$ cat config.mk
export PLATFORM = sky130hd
export DESIGN_NAME = crc_byte_stuffing_frame_encoder
export DESIGN_NICKNAME = d
export VERILOG_FILES = /design/src/rtl/core/cbsfe_pkg.sv /design/src/rtl/core/crc_byte_stuffing_frame_encoder.sv /design/src/rtl/core/cbsfe_front.sv /design/src/rtl/core/cbsfe_queue.sv /design/src/rtl/core/cbsfe_back.sv
export SDC_FILE = /design/constraint.sdc
export NUM_CORES = 1
export LEC_CHECK = 0
export ABC_CLOCK_PERIOD_IN_PS = 3900
export BUFFER_PORTS_ARGS = -buffer_cell sky130_fd_sc_hd__buf_2
export CAP_MARGIN = 20
export CORE_MARGIN = 2
export CORE_UTILIZATION = 40
export DETAILED_ROUTE_END_ITERATION = 10
export PLACE_DENSITY = 0.59
export SLEW_MARGIN = 20
export SYNTH_ARGS = -nofsm -noshare
export SYNTH_HDL_FRONTEND = slang
export SYNTH_SLANG_ARGS = --single-unit
export TNS_END_PERCENT = 10
$ cat constraint.sdc
create_clock -name clk -period 3.9 [get_ports clk]
set_input_delay 0.195 -clock clk [delete_from_list [all_inputs] [get_ports clk]]
set_output_delay 0.195 -clock clk [all_outputs]
set_load 0.03 [all_outputs]
$ cat src/rtl/core/cbsfe_pkg.sv
// Shared types, line codes and check helpers of the frame encoder.
// No dependencies; used by front, queue, back, top level and checker.
package cbsfe_pkg;

	// Line codes
	localparam logic [7:0] FLAG_BYTE = 8'h7e;
	localparam logic [7:0] ESC_BYTE  = 8'h7d;
	localparam logic [7:0] ESC_FLAG  = 8'h5e;
	localparam logic [7:0] ESC_ESC   = 8'h5d;

	// Check constants
	localparam logic [15:0] CRC_POLY = 16'h1021;
	localparam logic [15:0] CRC_TOP  = 16'h8000;

	// Check mode codes
	localparam logic MODE_CRC = 1'b0;
	localparam logic MODE_SUM = 1'b1;

	// Default depth of the queue between front and back (at least 2)
	localparam int QUEUE_DEPTH = 4;

	// One classified body byte handed from front to back
	typedef struct packed {
		logic        open;      // emit the opening flag first
		logic [7:0]  body;      // unescaped body byte
		logic        last;      // final body byte, check and close follow
		logic        mode;      // check mode sampled at the final byte
		logic [31:0] check_val; // CRC in the low half, or the raw word sum
	} entry_t;

	// Queue status seen by both sides
	typedef struct packed {
		logic full;
		logic empty;
	} q_status_t;

	// Bitwise CRC-16 over one byte, message bits MSB first
	function automatic logic [15:0] crc_byte(input logic [15:0] c, input logic [7:0] b);
		logic [15:0] r;
		logic        top;
		r = c;
		for (int i = 7; i >= 0; i--) begin
			top = r[15];
			r = {r[14:0], 1'b0};
			if (top) r = r ^ CRC_POLY;
			if (b[i]) r = r ^ CRC_POLY;
		end
		return r;
	endfunction

	// True for bytes that need an escape on the line
	function automatic logic is_special(input logic [7:0] b);
		return (b == FLAG_BYTE) || (b == ESC_BYTE);
	endfunction

	// Second byte of an escape pair
	function automatic logic [7:0] esc_code(input logic [7:0] b);
		return (b == FLAG_BYTE) ? ESC_FLAG : ESC_ESC;
	endfunction

endpackage

$ cat src/rtl/core/crc_byte_stuffing_frame_encoder.sv
// Frame encoder top level: byte-stuffed frames with a trailing 16-bit check.
// Depends on cbsfe_pkg, cbsfe_front, cbsfe_queue and cbsfe_back.
//
// Each accepted body byte yields its wire bytes on the output channel: an
// opening 0x7e before the first byte of a frame, the byte itself with 0x7e
// and 0x7d sent as 0x7d 0x5e and 0x7d 0x5d, and after the byte marked
// frame_last the 16-bit check (high byte first, escaped alike) and a closing
// 0x7e flagged by frame_end. run_last marks the final wire byte of each body
// byte. check_mode (0 = CRC-16 0x1021 seed 0, 1 = ones'-complement word sum)
// is sampled at the final body byte; the user must write it only while idle,
// which the block itself does not enforce. The front takes one body byte per
// cycle while the queue (QUEUE_DEPTH entries) has room; the back sends one
// wire byte per cycle unless out_stall holds it. An accepted byte passes
// through a queue slot and the back's beat register before its first wire
// byte reaches the output register.
module crc_byte_stuffing_frame_encoder #(
	parameter int QUEUE_DEPTH = cbsfe_pkg::QUEUE_DEPTH
) (
	input  logic       clk,
	input  logic       arst_n,
	input  logic       cfg_write,
	input  logic       cfg_data,
	input  logic       in_valid,
	output logic       in_stall,
	input  logic [7:0] body_byte,
	input  logic       frame_last,
	output logic       out_valid,
	input  logic       out_stall,
	output logic [7:0] line_byte,
	output logic       run_last,
	output logic       frame_end
);

	cbsfe_pkg::q_status_t q_status;
	cbsfe_pkg::entry_t    push_entry;
	cbsfe_pkg::entry_t    head_entry;
	logic                 push;
	logic                 pop;

	cbsfe_front u_front (
		.clk        (clk),
		.arst_n     (arst_n),
		.cfg_write  (cfg_write),
		.cfg_data   (cfg_data),
		.in_valid   (in_valid),
		.in_stall   (in_stall),
		.body_byte  (body_byte),
		.frame_last (frame_last),
		.q_status   (q_status),
		.push       (push),
		.push_entry (push_entry)
	);

	cbsfe_queue #(
		.DEPTH (QUEUE_DEPTH)
	) u_queue (
		.clk        (clk),
		.arst_n     (arst_n),
		.push       (push),
		.push_entry (push_entry),
		.pop        (pop),
		.head_entry (head_entry),
		.q_status   (q_status)
	);

	cbsfe_back u_back (
		.clk        (clk),
		.arst_n     (arst_n),
		.head_entry (head_entry),
		.q_status   (q_status),
		.pop        (pop),
		.out_valid  (out_valid),
		.out_stall  (out_stall),
		.line_byte  (line_byte),
		.run_last   (run_last),
		.frame_end  (frame_end)
	);

endmodule

$ cat src/rtl/core/cbsfe_front.sv
// Front of the frame encoder: accepts body bytes, runs both checks, classifies.
// Depends on cbsfe_pkg; feeds cbsfe_queue.
module cbsfe_front (
	input  logic                clk,
	input  logic                arst_n,
	input  logic                cfg_write,
	input  logic                cfg_data,
	input  logic                in_valid,
	output logic                in_stall,
	input  logic [7:0]          body_byte,
	input  logic                frame_last,
	input  cbsfe_pkg::q_status_t q_status,
	output logic                push,
	output cbsfe_pkg::entry_t   push_entry
);

	logic        mode_q;
	logic [15:0] crc_q;
	logic [31:0] sum_q;
	logic        pending_q;
	logic [7:0]  held_q;
	logic        inside_q;

	logic [15:0] crc_next;
	logic [15:0] addend;
	logic [31:0] sum_next;

	// Stall while the queue has no room
	assign in_stall = q_status.full;
	assign push     = in_valid && !in_stall;

	// Advance both checks by this byte; one adder serves words and the odd tail
	always_comb begin
		crc_next = cbsfe_pkg::crc_byte(crc_q, body_byte);
		if (pending_q) begin
			addend = {held_q, body_byte};
		end else if (frame_last) begin
			addend = {8'h00, body_byte};
		end else begin
			addend = 16'h0000;
		end
		sum_next = sum_q + {16'h0000, addend};
	end

	// Classify the beat for the back
	always_comb begin
		push_entry.open      = !inside_q;
		push_entry.body      = body_byte;
		push_entry.last      = frame_last;
		push_entry.mode      = mode_q;
		push_entry.check_val = (mode_q == cbsfe_pkg::MODE_SUM) ? sum_next
			: {16'h0000, crc_next};
	end

	// Hold the check mode register
	always_ff @(posedge clk or negedge arst_n) begin
		if (!arst_n) begin
			mode_q <= cbsfe_pkg::MODE_CRC;
		end else if (cfg_write) begin
			mode_q <= cfg_data;
		end
	end

	// Update running check state; drop it all at frame end
	always_ff @(posedge clk or negedge arst_n) begin
		if (!arst_n) begin
			crc_q     <= '0;
			sum_q     <= '0;
			pending_q <= 1'b0;
			held_q    <= '0;
			inside_q  <= 1'b0;
		end else if (push) begin
			if (frame_last) begin
				crc_q     <= '0;
				sum_q     <= '0;
				pending_q <= 1'b0;
				held_q    <= '0;
				inside_q  <= 1'b0;
			end else begin
				crc_q     <= crc_next;
				sum_q     <= sum_next;
				pending_q <= !pending_q;
				if (!pending_q) begin
					held_q <= body_byte;
				end
				inside_q  <= 1'b1;
			end
		end
	end

endmodule

$ cat src/rtl/core/cbsfe_queue.sv
// Short queue of classified body bytes between front and back.
// Depends on cbsfe_pkg for the entry and status types.
module cbsfe_queue #(
	parameter int DEPTH = cbsfe_pkg::QUEUE_DEPTH
) (
	input  logic                 clk,
	input  logic                 arst_n,
	input  logic                 push,
	input  cbsfe_pkg::entry_t    push_entry,
	input  logic                 pop,
	output cbsfe_pkg::entry_t    head_entry,
	output cbsfe_pkg::q_status_t q_status
);

	localparam int PTR_W = $clog2(DEPTH);
	localparam int CNT_W = $clog2(DEPTH + 1);
	localparam logic [PTR_W-1:0] LAST_PTR = PTR_W'(DEPTH - 1);
	localparam logic [CNT_W-1:0] FULL_CNT = CNT_W'(DEPTH);

	cbsfe_pkg::entry_t slot_q [DEPTH];
	logic [PTR_W-1:0]  wr_ptr_q;
	logic [PTR_W-1:0]  rd_ptr_q;
	logic [CNT_W-1:0]  count_q;

	assign head_entry     = slot_q[rd_ptr_q];
	assign q_status.full  = (count_q == FULL_CNT);
	assign q_status.empty = (count_q == '0);

	// Store pushed beats
	always_ff @(posedge clk) begin
		if (push) begin
			slot_q[wr_ptr_q] <= push_entry;
		end
	end

	// Advance pointers and fill count
	always_ff @(posedge clk or negedge arst_n) begin
		if (!arst_n) begin
			wr_ptr_q <= '0;
			rd_ptr_q <= '0;
			count_q  <= '0;
		end else begin
			if (push) begin
				wr_ptr_q <= (wr_ptr_q == LAST_PTR) ? '0 : wr_ptr_q + 1'b1;
			end
			if (pop) begin
				rd_ptr_q <= (rd_ptr_q == LAST_PTR) ? '0 : rd_ptr_q + 1'b1;
			end
			if (push && !pop) begin
				count_q <= count_q + 1'b1;
			end else if (pop && !push) begin
				count_q <= count_q - 1'b1;
			end
		end
	end

endmodule

$ cat src/rtl/core/cbsfe_back.sv
// Back of the frame encoder: expands queued beats into escaped line bytes.
// Depends on cbsfe_pkg; drains cbsfe_queue into the output register.
module cbsfe_back (
	input  logic                 clk,
	input  logic                 arst_n,
	input  cbsfe_pkg::entry_t    head_entry,
	input  cbsfe_pkg::q_status_t q_status,
	output logic                 pop,
	output logic                 out_valid,
	input  logic                 out_stall,
	output logic [7:0]           line_byte,
	output logic                 run_last,
	output logic                 frame_end
);

	typedef enum logic [7:0] {
		ST_OPEN     = 8'b0000_0001,
		ST_BODY     = 8'b0000_0010,
		ST_BODY_ESC = 8'b0000_0100,
		ST_HI       = 8'b0000_1000,
		ST_HI_ESC   = 8'b0001_0000,
		ST_LO       = 8'b0010_0000,
		ST_LO_ESC   = 8'b0100_0000,
		ST_CLOSE    = 8'b1000_0000
	} step_t;

	step_t             step_q;
	step_t             step_d;
	logic              busy_q;
	cbsfe_pkg::entry_t entry_q;
	logic [16:0]       fold1_q;
	logic [15:0]       chk_q;

	logic              out_valid_q;
	logic [7:0]        line_byte_q;
	logic              run_last_q;
	logic              frame_end_q;

	logic [7:0]        emit_byte;
	logic              emit_last;
	logic              emit_end;
	logic              done;
	logic              advance;

	assign out_valid = out_valid_q;
	assign line_byte = line_byte_q;
	assign run_last  = run_last_q;
	assign frame_end = frame_end_q;

	// Advance when the output register is free or being taken
	assign advance = busy_q && (!out_valid_q || !out_stall);
	assign pop     = !q_status.empty && (!busy_q || (advance && done));

	// Pick the byte of the current step and the step after it
	always_comb begin
		emit_byte = entry_q.body;
		emit_last = 1'b0;
		emit_end  = 1'b0;
		done      = 1'b0;
		step_d    = step_q;
		case (step_q)
			ST_OPEN: begin
				emit_byte = cbsfe_pkg::FLAG_BYTE;
				step_d    = ST_BODY;
			end
			ST_BODY: begin
				if (cbsfe_pkg::is_special(entry_q.body)) begin
					emit_byte = cbsfe_pkg::ESC_BYTE;
					step_d    = ST_BODY_ESC;
				end else if (entry_q.last) begin
					step_d = ST_HI;
				end else begin
					emit_last = 1'b1;
					done      = 1'b1;
				end
			end
			ST_BODY_ESC: begin
				emit_byte = cbsfe_pkg::esc_code(entry_q.body);
				if (entry_q.last) begin
					step_d = ST_HI;
				end else begin
					emit_last = 1'b1;
					done      = 1'b1;
				end
			end
			ST_HI: begin
				if (cbsfe_pkg::is_special(chk_q[15:8])) begin
					emit_byte = cbsfe_pkg::ESC_BYTE;
					step_d    = ST_HI_ESC;
				end else begin
					emit_byte = chk_q[15:8];
					step_d    = ST_LO;
				end
			end
			ST_HI_ESC: begin
				emit_byte = cbsfe_pkg::esc_code(chk_q[15:8]);
				step_d    = ST_LO;
			end
			ST_LO: begin
				if (cbsfe_pkg::is_special(chk_q[7:0])) begin
					emit_byte = cbsfe_pkg::ESC_BYTE;
					step_d    = ST_LO_ESC;
				end else begin
					emit_byte = chk_q[7:0];
					step_d    = ST_CLOSE;
				end
			end
			ST_LO_ESC: begin
				emit_byte = cbsfe_pkg::esc_code(chk_q[7:0]);
				step_d    = ST_CLOSE;
			end
			ST_CLOSE: begin
				emit_byte = cbsfe_pkg::FLAG_BYTE;
				emit_last = 1'b1;
				emit_end  = 1'b1;
				done      = 1'b1;
			end
			default: begin
				done = 1'b1;
			end
		endcase
	end

	// Load a new beat or step through the current one
	always_ff @(posedge clk or negedge arst_n) begin
		if (!arst_n) begin
			busy_q <= 1'b0;
			step_q <= ST_OPEN;
		end else if (pop) begin
			busy_q <= 1'b1;
			step_q <= head_entry.open ? ST_OPEN : ST_BODY;
		end else if (advance) begin
			if (done) begin
				busy_q <= 1'b0;
			end else begin
				step_q <= step_d;
			end
		end
	end

	// Hold the beat; fold the word sum once at load, finish it in the next cycle
	always_ff @(posedge clk) begin
		if (pop) begin
			entry_q <= head_entry;
			fold1_q <= {1'b0, head_entry.check_val[31:16]}
				+ {1'b0, head_entry.check_val[15:0]};
		end
		chk_q <= (entry_q.mode == cbsfe_pkg::MODE_SUM)
			? ~(fold1_q[15:0] + {15'h0000, fold1_q[16]})
			: entry_q.check_val[15:0];
	end

	// Output register: fill on advance, drop when taken
	always_ff @(posedge clk or negedge arst_n) begin
		if (!arst_n) begin
			out_valid_q <= 1'b0;
		end else if (advance) begin
			out_valid_q <= 1'b1;
		end else if (!out_stall) begin
			out_valid_q <= 1'b0;
		end
	end

	always_ff @(posedge clk) begin
		if (advance) begin
			line_byte_q <= emit_byte;
			run_last_q  <= emit_last;
			frame_end_q <= emit_end;
		end
	end

endmodule

==> results of run 1 <==
sequential cells by signal, summed over array words and instances (netlist names), 3 cells and up:
signal            count
u_queue.slot_q      172
u_front.sum_q        32
u_back.entry_q       26
u_back.fold1_q       17
u_back.chk_q         16
u_front.crc_q        16
u_back.line_byte      8
u_back.step_q         8
u_front.held_q        8
u_queue.count_q       3
where the power goes:
part | switching [uW] | total (uW) | leakage, uW | internal (uW)
Sequential | 588 | 5800 | 0.00317 | 5210
Clock | 1350 | 3330 | 0.000573 | 1990
Combinational | 3200 | 5510 | 0.00241 | 2310
placed cells by master, fill, tap and decap left out, drive strengths merged, types with 4 or more instances in the layout:
cell / Yosys / final
a21o: 13 / 13
inv: 27 / 29
a211oi: 8 / 8
o21ai: 55 / 55
xnor2: 48 / 48
and3: 9 / 9
nor2b: 16 / 16
and2: 35 / 35
nand4b: 6 / 6
a21oi: 35 / 35
nor4: 6 / 6
o41ai: 4 / 4
ha: 40 / 40
o21a: 4 / 4
or2: 4 / 4
nand3: 21 / 21
edfxtp: 225 / 225
o31ai: 12 / 12
clkinv: 0 / 13
a22oi: 7 / 7
nand4: 13 / 13
nand3b: 4 / 4
nand2b: 4 / 4
nor2: 55 / 55
mux4: 43 / 43
dlygate4sd3: 0 / 4
buf: 9 / 48
or3: 6 / 6
nand2: 76 / 76
o21bai: 4 / 4
nor3: 11 / 11
nor3b: 7 / 7
a22o: 27 / 27
clkbuf: 36 / 45
mux2: 17 / 17
dfrtp: 75 / 75
xor2: 37 / 37
mux2i: 8 / 8
dfxtp: 16 / 16
what timing repair did:
item                                   4_1_cts  5_1_grt
endpoints found under the hold margin       57        0
buffers inserted                             0        0
hold buffers                                 4        0
cells in the mapped netlist, drive strengths merged, types with 6 or more instances:
library cell / instances
a21o: 13
nand4: 13
mux2: 17
o21ai: 55
xor2: 37
buf: 9
mux4: 43
ha: 40
and2: 35
a22oi: 7
dfrtp: 75
or3: 6
inv: 27
nand4b: 6
nor3: 11
nor2b: 16
a21oi: 35
dfxtp: 16
nand2: 76
a211oi: 8
nand3: 21
a22o: 27
nor3b: 7
edfxtp: 225
mux2i: 8
o31ai: 12
nor4: 6
nor2: 55
and3: 9
xnor2: 48
clkbuf: 36
cell families (layout without fill, tap and decap cells):
group | count (synthesis) | after routing | synth area share
mux | 68 | 68 | 0.0850
buf+inv | 72 | 143 | 0.0195
xor+xnor | 85 | 85 | 0.0510
fa+ha+maj | 43 | 43 | 0.0384
flops | 317 | 317 | 0.615
compound gates | 193 | 193 | 0.0911
simple gates | 278 | 278 | 0.0998
final cells by class:
type                            instances  share of cell area
Multi-Input combinational cell        667               0.323
Timing Repair Buffer                   52              0.0219
Clock buffer                           45              0.0589
Tap cell                              461              0.0349
Clock inverter                         19              0.0122
Sequential cell                       317               0.543
Inverter                               27             0.00613
worst min-delay path by stage:
stage / start / to / slack (ns) / depth (start not counted)
CTS: body_byte[3] / u_queue.slot_q[3][37]$_DFFE_PP_ / 0.01 / 1
global placement: arst_n / u_back.step_q[2]$_DFFE_PN0P_ / 0.34 / 1
finish: body_byte[3] / u_queue.slot_q[3][37]$_DFFE_PP_ / 0.03 / 1
floorplan: arst_n / u_back.busy_q$_DFFE_PN0P_ / -0.10 / 0
detailed placement: arst_n / u_back.out_valid$_DFFE_PN0P_ / 0.34 / 1
global route: body_byte[3] / u_queue.slot_q[3][37]$_DFFE_PP_ / 0.01 / 1
through the flow:
| step | power [uW] | util | hold slack [ns] | worst slack [ns] | std cells |
|---|---|---|---|---|---|
| 2_1_floorplan | 9760 | - | -0.101 | 0.144 | 1056 |
| 3_3_place_gp | 11300 | 0.429 | 0.342 | 0.467 | 1520 |
| 3_5_place_dp | 11400 | 0.429 | 0.338 | 0.393 | 1520 |
| 4_1_cts | 14800 | 0.463 | 0.0115 | 0.374 | 1588 |
| 5_1_grt | 15600 | 0.463 | 0.0145 | 0.186 | 1588 |
| 6_report | 14600 | 0.463 | 0.0281 | 0.389 | 1588 |
metal layers:
layer	track usage	up-vias	wire (um)
met2	0.277	176	15000
met3	0.0278	56	1330
met4	0.0466	0	633
met1	0.233	4318	14400
li1	-	4083	-
met5	0	-	0
==> key figures, run 1 <==
Route
  • Via Count: 8633
  • DRC violations left: 0
  • Average wire per cell in the routed design: 19.8 um
  • Final wirelength: 31.4 mm
  • Drt pass-1 iters: 5
  • DR iter-0 viols: 507
  • Vias per cell: 5.44
  • Post-DRT Antenna Nets: 0

GRT
  • Maximum number of pins on one net before global-route repair: 57
  • Initial antenna violation count: 0
  • Vias in the first global route: 8703
  • Total track usage: 0.169
  • Grt ovf: 0
  • First-pass GRT wire length: 49.8 mm

Power
  • Maximum vdd ir drop: 0.000417 V
  • Power Density: 885 mW/mm^2
  • Static leakage: 0.00616 uW

Setup path
  • Startpoint types: flip-flop
  • Reg2Reg Launch Point: u_front.pending_q$_DFFE_PN0P_
  • Capturing point of the worst reg2reg path: u_queue.slot_q[1][31]$_DFFE_PP_
  • Worst-path cell chain: nor2_1, nor2b_1, ha_1, a211oi_1, o21ai_1, a211oi_1, o21a_1, o221ai_2, buf_4, nand4_1, xnor2_1, and2_1
  • Worst setup path endpoint: u_queue.slot_q[1][31]$_DFFE_PP_
  • Cell mode on critical path: a211oi_1
  • Critical path depth: 12
  • Critical Path RT: 4.16 ns
  • Worst reg-to-reg setup slack: 0.39 ns
  • R2r worst-path depth: 12
  • Critical path endpoint category: flip-flop
  • Crit Path Class: reg2reg
  • Crit path DAT: 3.77 ns
  • Worst path top cell family by delay: compound AO/OA/AOI/OAI gates
  • WP buf/inv: 1
  • Largest fanout on the critical path: 16
  • Critical-path top delay cell: nor2_1
  • Setup crit start: u_front.pending_q$_DFFE_PN0P_
  • CP max stage delay: 0.52 ns

Layout
  • Layout cells sized above 1: 0.163
  • Fin nets: 1159
  • Area occupied by multi-input gates: 0.00534 sq mm
  • Final instance area: 0.0165 sq mm
  • # fillers: 3156
  • # diodes: 0
  • Syn-to-layout area delta: 13.3%
  • Register Area: 0.00898 sq mm

STA
  • Unrepaired setup endpoints after global routing: no
  • Endpoints failing setup: 0
  • Max frequency: 0.285 GHz
  • Max-slew headroom: 0.322
  • Max-slew violations: 0
  • Sum Neg Setup Slack: 0 ns
  • Final hold violations: 0
  • Pin slew with the least headroom to its limit: 1.02 ns
  • Skew final: 0.0207 ns
  • Tcrit/Tclk final: 0.900
  • Post-layout min period: 3.51 ns

Yosys
  • Post-synth EDFFs: 225
  • Synth Register Bits: 317
  • Top cells by area, synth: edfxtp_1 46%, dfrtp_1 13%, mux4_2 6.6%
  • Post-synth top area share: 0.463
  • Synth area leader: edfxtp_1
  • Syn_area_per_cell: 13.8 sq um
  • Yosys cell types: 70
  • Post-synth top flop: edfxtp_1
  • Ys async rst share: 0.240
  • Post-Syn Nets: 1114
  • Mapped cell area: 0.0146 sq mm
  • Yosys warns: 0
  • Register area share after synthesis: 0.615
  • Post-Synthesis Cells: 1056

Floorplanning
  • Die Y: 195 um
  • I/O pins: 27
  • Initial Utilization: 0.408
  • DIE AREA: 0.0380 sq mm
  • Site Rows: 69
  • Core Area: 0.0357 sq mm
  • Die width: 195 um

CTS
  • Root Driver: clkbuf_16
  • Bufs on Longest Clock Path: 3
  • Clock sink count: 317
  • Reg clk slew, reported paths: 0.06 ns
  • H-Tree Depth: 2
  • Cts repair resizes: 0
  • TritonCTS buffer count: 36
  • CTS tree: yes
  • Clock latency on the worst-skew pair: 0.53 ns

Worst hold path
  • Min-Delay Path Class: in2reg

Run
  • Total of max-cap violations: 0

Place
  • Placed inst area: 0.0153 sq mm
  • Post-detail-place hpwl: 21.6 mm
  • Buffers on Ports: 26
  • Routability cong.: 0.800

Status
  • Run status: completed
Power figures use the tool's default switching activity.
==> run 2: changes to the inputs <==
--- a/config.mk
+++ b/config.mk
@@ -11,9 +11,10 @@
 export CORE_MARGIN = 2
 export CORE_UTILIZATION = 40
 export DETAILED_ROUTE_END_ITERATION = 10
-export PLACE_DENSITY = 0.59
+export RECOVER_POWER = 50
 export SLEW_MARGIN = 20
 export SYNTH_ARGS = -nofsm -noshare
 export SYNTH_HDL_FRONTEND = slang
+export SYNTH_HIERARCHICAL = 1
 export SYNTH_SLANG_ARGS = --single-unit
 export TNS_END_PERCENT = 10
==> run 2 against run 1 <==
Effect of this change:
- the run now ends with capacitance limit, slew limit left
- largest cell class unchanged
- utilization decreased by 1.4 points
- highest routed layer unchanged
- count of clock-buffer cells in the layout is the same
- design area is 0.72% lower
- flip-flop and latch count stayed put
==> key figures, run 2 <==
Status
  • Run status: complete, but fails checks
  • Failing checks: capacitance limit, slew limit

Yosys
  • Yosys warns: 6
  • Post-synth EDFFs: 225
  • Syn_area_per_cell: 13.8 sq um
  • Post-synth top cells: 225 x edfxtp_1, 77 x nand2_1, 75 x dfrtp_1, 68 x o21ai_0, 51 x xnor2_1
  • Post-synth top flop: edfxtp_1
  • Ys async rst share: 0.240
  • Synth Register Bits: 317
  • Post-Synthesis Cells: 1079
  • Post-synth top area share: 0.455
  • Yosys cell types: 75
  • Post-Syn Nets: 1137
  • Synth area leader: edfxtp_1
  • Mapped cell area: 0.0149 sq mm
  • Count leader, synth: edfxtp_1
  • Register area share after synthesis: 0.605
  • Top cells by area, synth: edfxtp_1 45%, dfrtp_1 13%, mux4_2 5.8%

Layout
  • Fin nets: 1169
  • # fillers: 3300
  • Area occupied by multi-input gates: 0.00543 sq mm
  • Post-layout util: 0.449
  • Most common cell after layout, fill and taps aside: edfxtp_1
  • # diodes: 0
  • Register Area: 0.00898 sq mm
  • Top reg by flops: u_queue/slot_q
  • Final instance area: 0.0164 sq mm
  • Most frequent cells in the layout: 225 x edfxtp_1, 77 x nand2_1, 74 x dfrtp_1, 70 x o21ai_0, 51 x xnor2_1
  • Largest regs: u_queue/slot_q: 172 flops, u_front/sum_q: 32 flops, u_back/entry_q: 26 flops
  • Max reg flops: 172
  • Layout cells sized above 1: 0.124
  • Syn-to-layout area delta: 10.6%

STA
  • Sum Neg Setup Slack: 0 ns
  • Tcrit/Tclk final: 0.930
  • Hold Worst Slack: 0.115 ns
  • Max frequency: 0.276 GHz
  • Final hold violations: 0
  • Unrepaired setup endpoints after global routing: no
  • Max-slew violations: 92
  • Pin slew with the least headroom to its limit: 2.65 ns
  • Endpoints failing setup: 0
  • Max-slew headroom: -0.766
  • Skew final: 0.0269 ns
  • Post-layout min period: 3.63 ns

Route
  • Metal2 WL: 14.6 mm
  • Final wirelength: 31.2 mm
  • Top sig layer: met4
  • Routed metal-1 wirelength: 14.4 mm
  • Vias per cell: 5.45
  • Met3 wire length: 1.35 mm
  • Post-DRT Antenna Nets: 0
  • Average wire per cell in the routed design: 19.5 um
  • DR iter-0 viols: 616
  • DRC violations left: 0
  • Via Count: 8735
  • Drt pass-1 iters: 5

Run
  • Total of max-cap violations: 2

Setup path
  • Startpoint types: flip-flop
  • Critical Path RT: 4.14 ns
  • Crit path DAT: 3.87 ns
  • Critical path endpoint category: flip-flop
  • Largest fanout on the critical path: 20
  • Crit Path Class: reg2reg

Floorplanning
  • I/O pins: 27
  • Core Area: 0.0366 sq mm
  • Die width: 197 um
  • DIE AREA: 0.0387 sq mm
  • Site Rows: 70
  • Die Y: 197 um
  • Initial Utilization: 0.406

GRT
  • Maximum number of pins on one net before global-route repair: 49
  • Grt ovf: 0
  • Total track usage: 0.168
  • Vias in the first global route: 8880
  • Initial antenna violation count: 0
  • First-pass GRT wire length: 50.1 mm

Place
  • Post-detail-place hpwl: 21.5 mm
  • Placed inst area: 0.0154 sq mm
  • Routability cong.: 0.893
  • Buffers on Ports: 26

CTS
  • Post-CTS Setup Inserts: 0
  • Root Driver: clkbuf_16
  • TritonCTS buffer count: 34
  • Clock sink count: 317
  • Reg clk slew, reported paths: 0.06 ns
  • Clock latency on the worst-skew pair: 0.51 ns
  • CTS tree: yes
  • H-Tree Depth: 2
  • Bufs on Longest Clock Path: 3

Power
  • Maximum vdd ir drop: 0.000382 V
  • Power Density: 873 mW/mm^2
  • Static leakage: 0.00605 uW

Worst hold path
  • Min-Delay Path Class: in2reg
[run 2: cell count changes after synthesis, moves of 6 or more]
cell / previous run / this run
o31ai_1: 12 / 6
nand4_1: 13 / 6
clkbuf_1: 36 / 18
buf_2: 2 / 10
a21oi_1: 35 / 45
o21ai_1: 9 / 1
buf_4: 1 / 13
nor2_1: 55 / 45
nand3_1: 21 / 29
o21ai_0: 46 / 68
[run 2: power by group]
part | switching [uW] | internal, uW
clock network | 1270 | 1820
logic | 3150 | 2270
registers | 613 | 5230
total | 5030 | 9320
[run 2: what timing repair did]
action	4_1_cts	5_1_grt
endpoints found under the hold margin	45	0
endpoints found under the setup margin	0	0
hold buffers	4	0
gates resized for setup	0	0
[run 2: logic make-up after synthesis]
logic type      count (synthesis)  synth area share
xor+xnor                       87            0.0513
flops                         317             0.605
fa+ha+maj                      43            0.0377
mux                            69            0.0857
compound gates                216            0.0958
buf+inv                        75            0.0280
simple gates                  272            0.0970
[run 2: critical path, stage by stage (launching register included)]
cell and delay [ns]:
dfrtp_1 0.73, buf_12 0.28, mux4_2 0.54, ha_1 0.32, a211oi_1 0.37, o21ai_0 0.22
a31oi_1 0.22, a21oi_1 0.16, a211o_1 0.28, a21oi_1 0.17, xnor2_1 0.07
[run 2: worst paths after layout]
kind | start | end | slack (ns) | depth (start not counted)
worst min-delay path | body_byte[0] | u_queue/slot_q[1][34]$_DFFE_PP_ | 0.11 | 1
worst max register to register | u_queue/rd_ptr_q[0]$_DFFE_PN0P_ | u_back/fold1_q[15]$_DFFE_PP_ | 0.27 | 10
worst max-delay path | u_queue/rd_ptr_q[0]$_DFFE_PN0P_ | u_back/fold1_q[15]$_DFFE_PP_ | 0.27 | 10
min in group asynchronous | arst_n | u_back/step_q[5]$_DFFE_PN0P_ | 1.06 | 2
worst min register to register | u_back/entry_q[14]$_DFFE_PP_ | u_back/chk_q[14]$_DFF_P_ | 0.47 | 1
max in group asynchronous | arst_n | u_front/sum_q[22]$_DFFE_PN0P_ | 0.87 | 3
[run 2: layout make-up]
type	count	share of cell area
repair buffers	46	0.0159
well taps	468	0.0357
clock buffers	45	0.0568
flip-flops and latches	317	0.547
clock inverters	16	0.00823
multi-input cells	687	0.331
inverters	25	0.00571
[run 2: through the flow]
| stage | setup slack [ns] | power, uW | std cells |
|---|---|---|---|
| after global routing | 0.0797 | 15300 | 1604 |
| after detailed placement | 0.434 | 11400 | 1539 |
| after floorplan | 0.0747 | 9880 | 1079 |
| after global placement | 0.577 | 11300 | 1539 |
| final | 0.271 | 14300 | 1604 |
| after CTS | 0.433 | 14500 | 1604 |
[run 2: layer usage]
| layer | vias up | track usage |
|---|---|---|
| met1 | 4386 | 0.234 |
| met5 | - | 0 |
| li1 | 4123 | - |
| met4 | 0 | 0.0579 |
| met3 | 56 | 0.0270 |
| met2 | 170 | 0.268 |
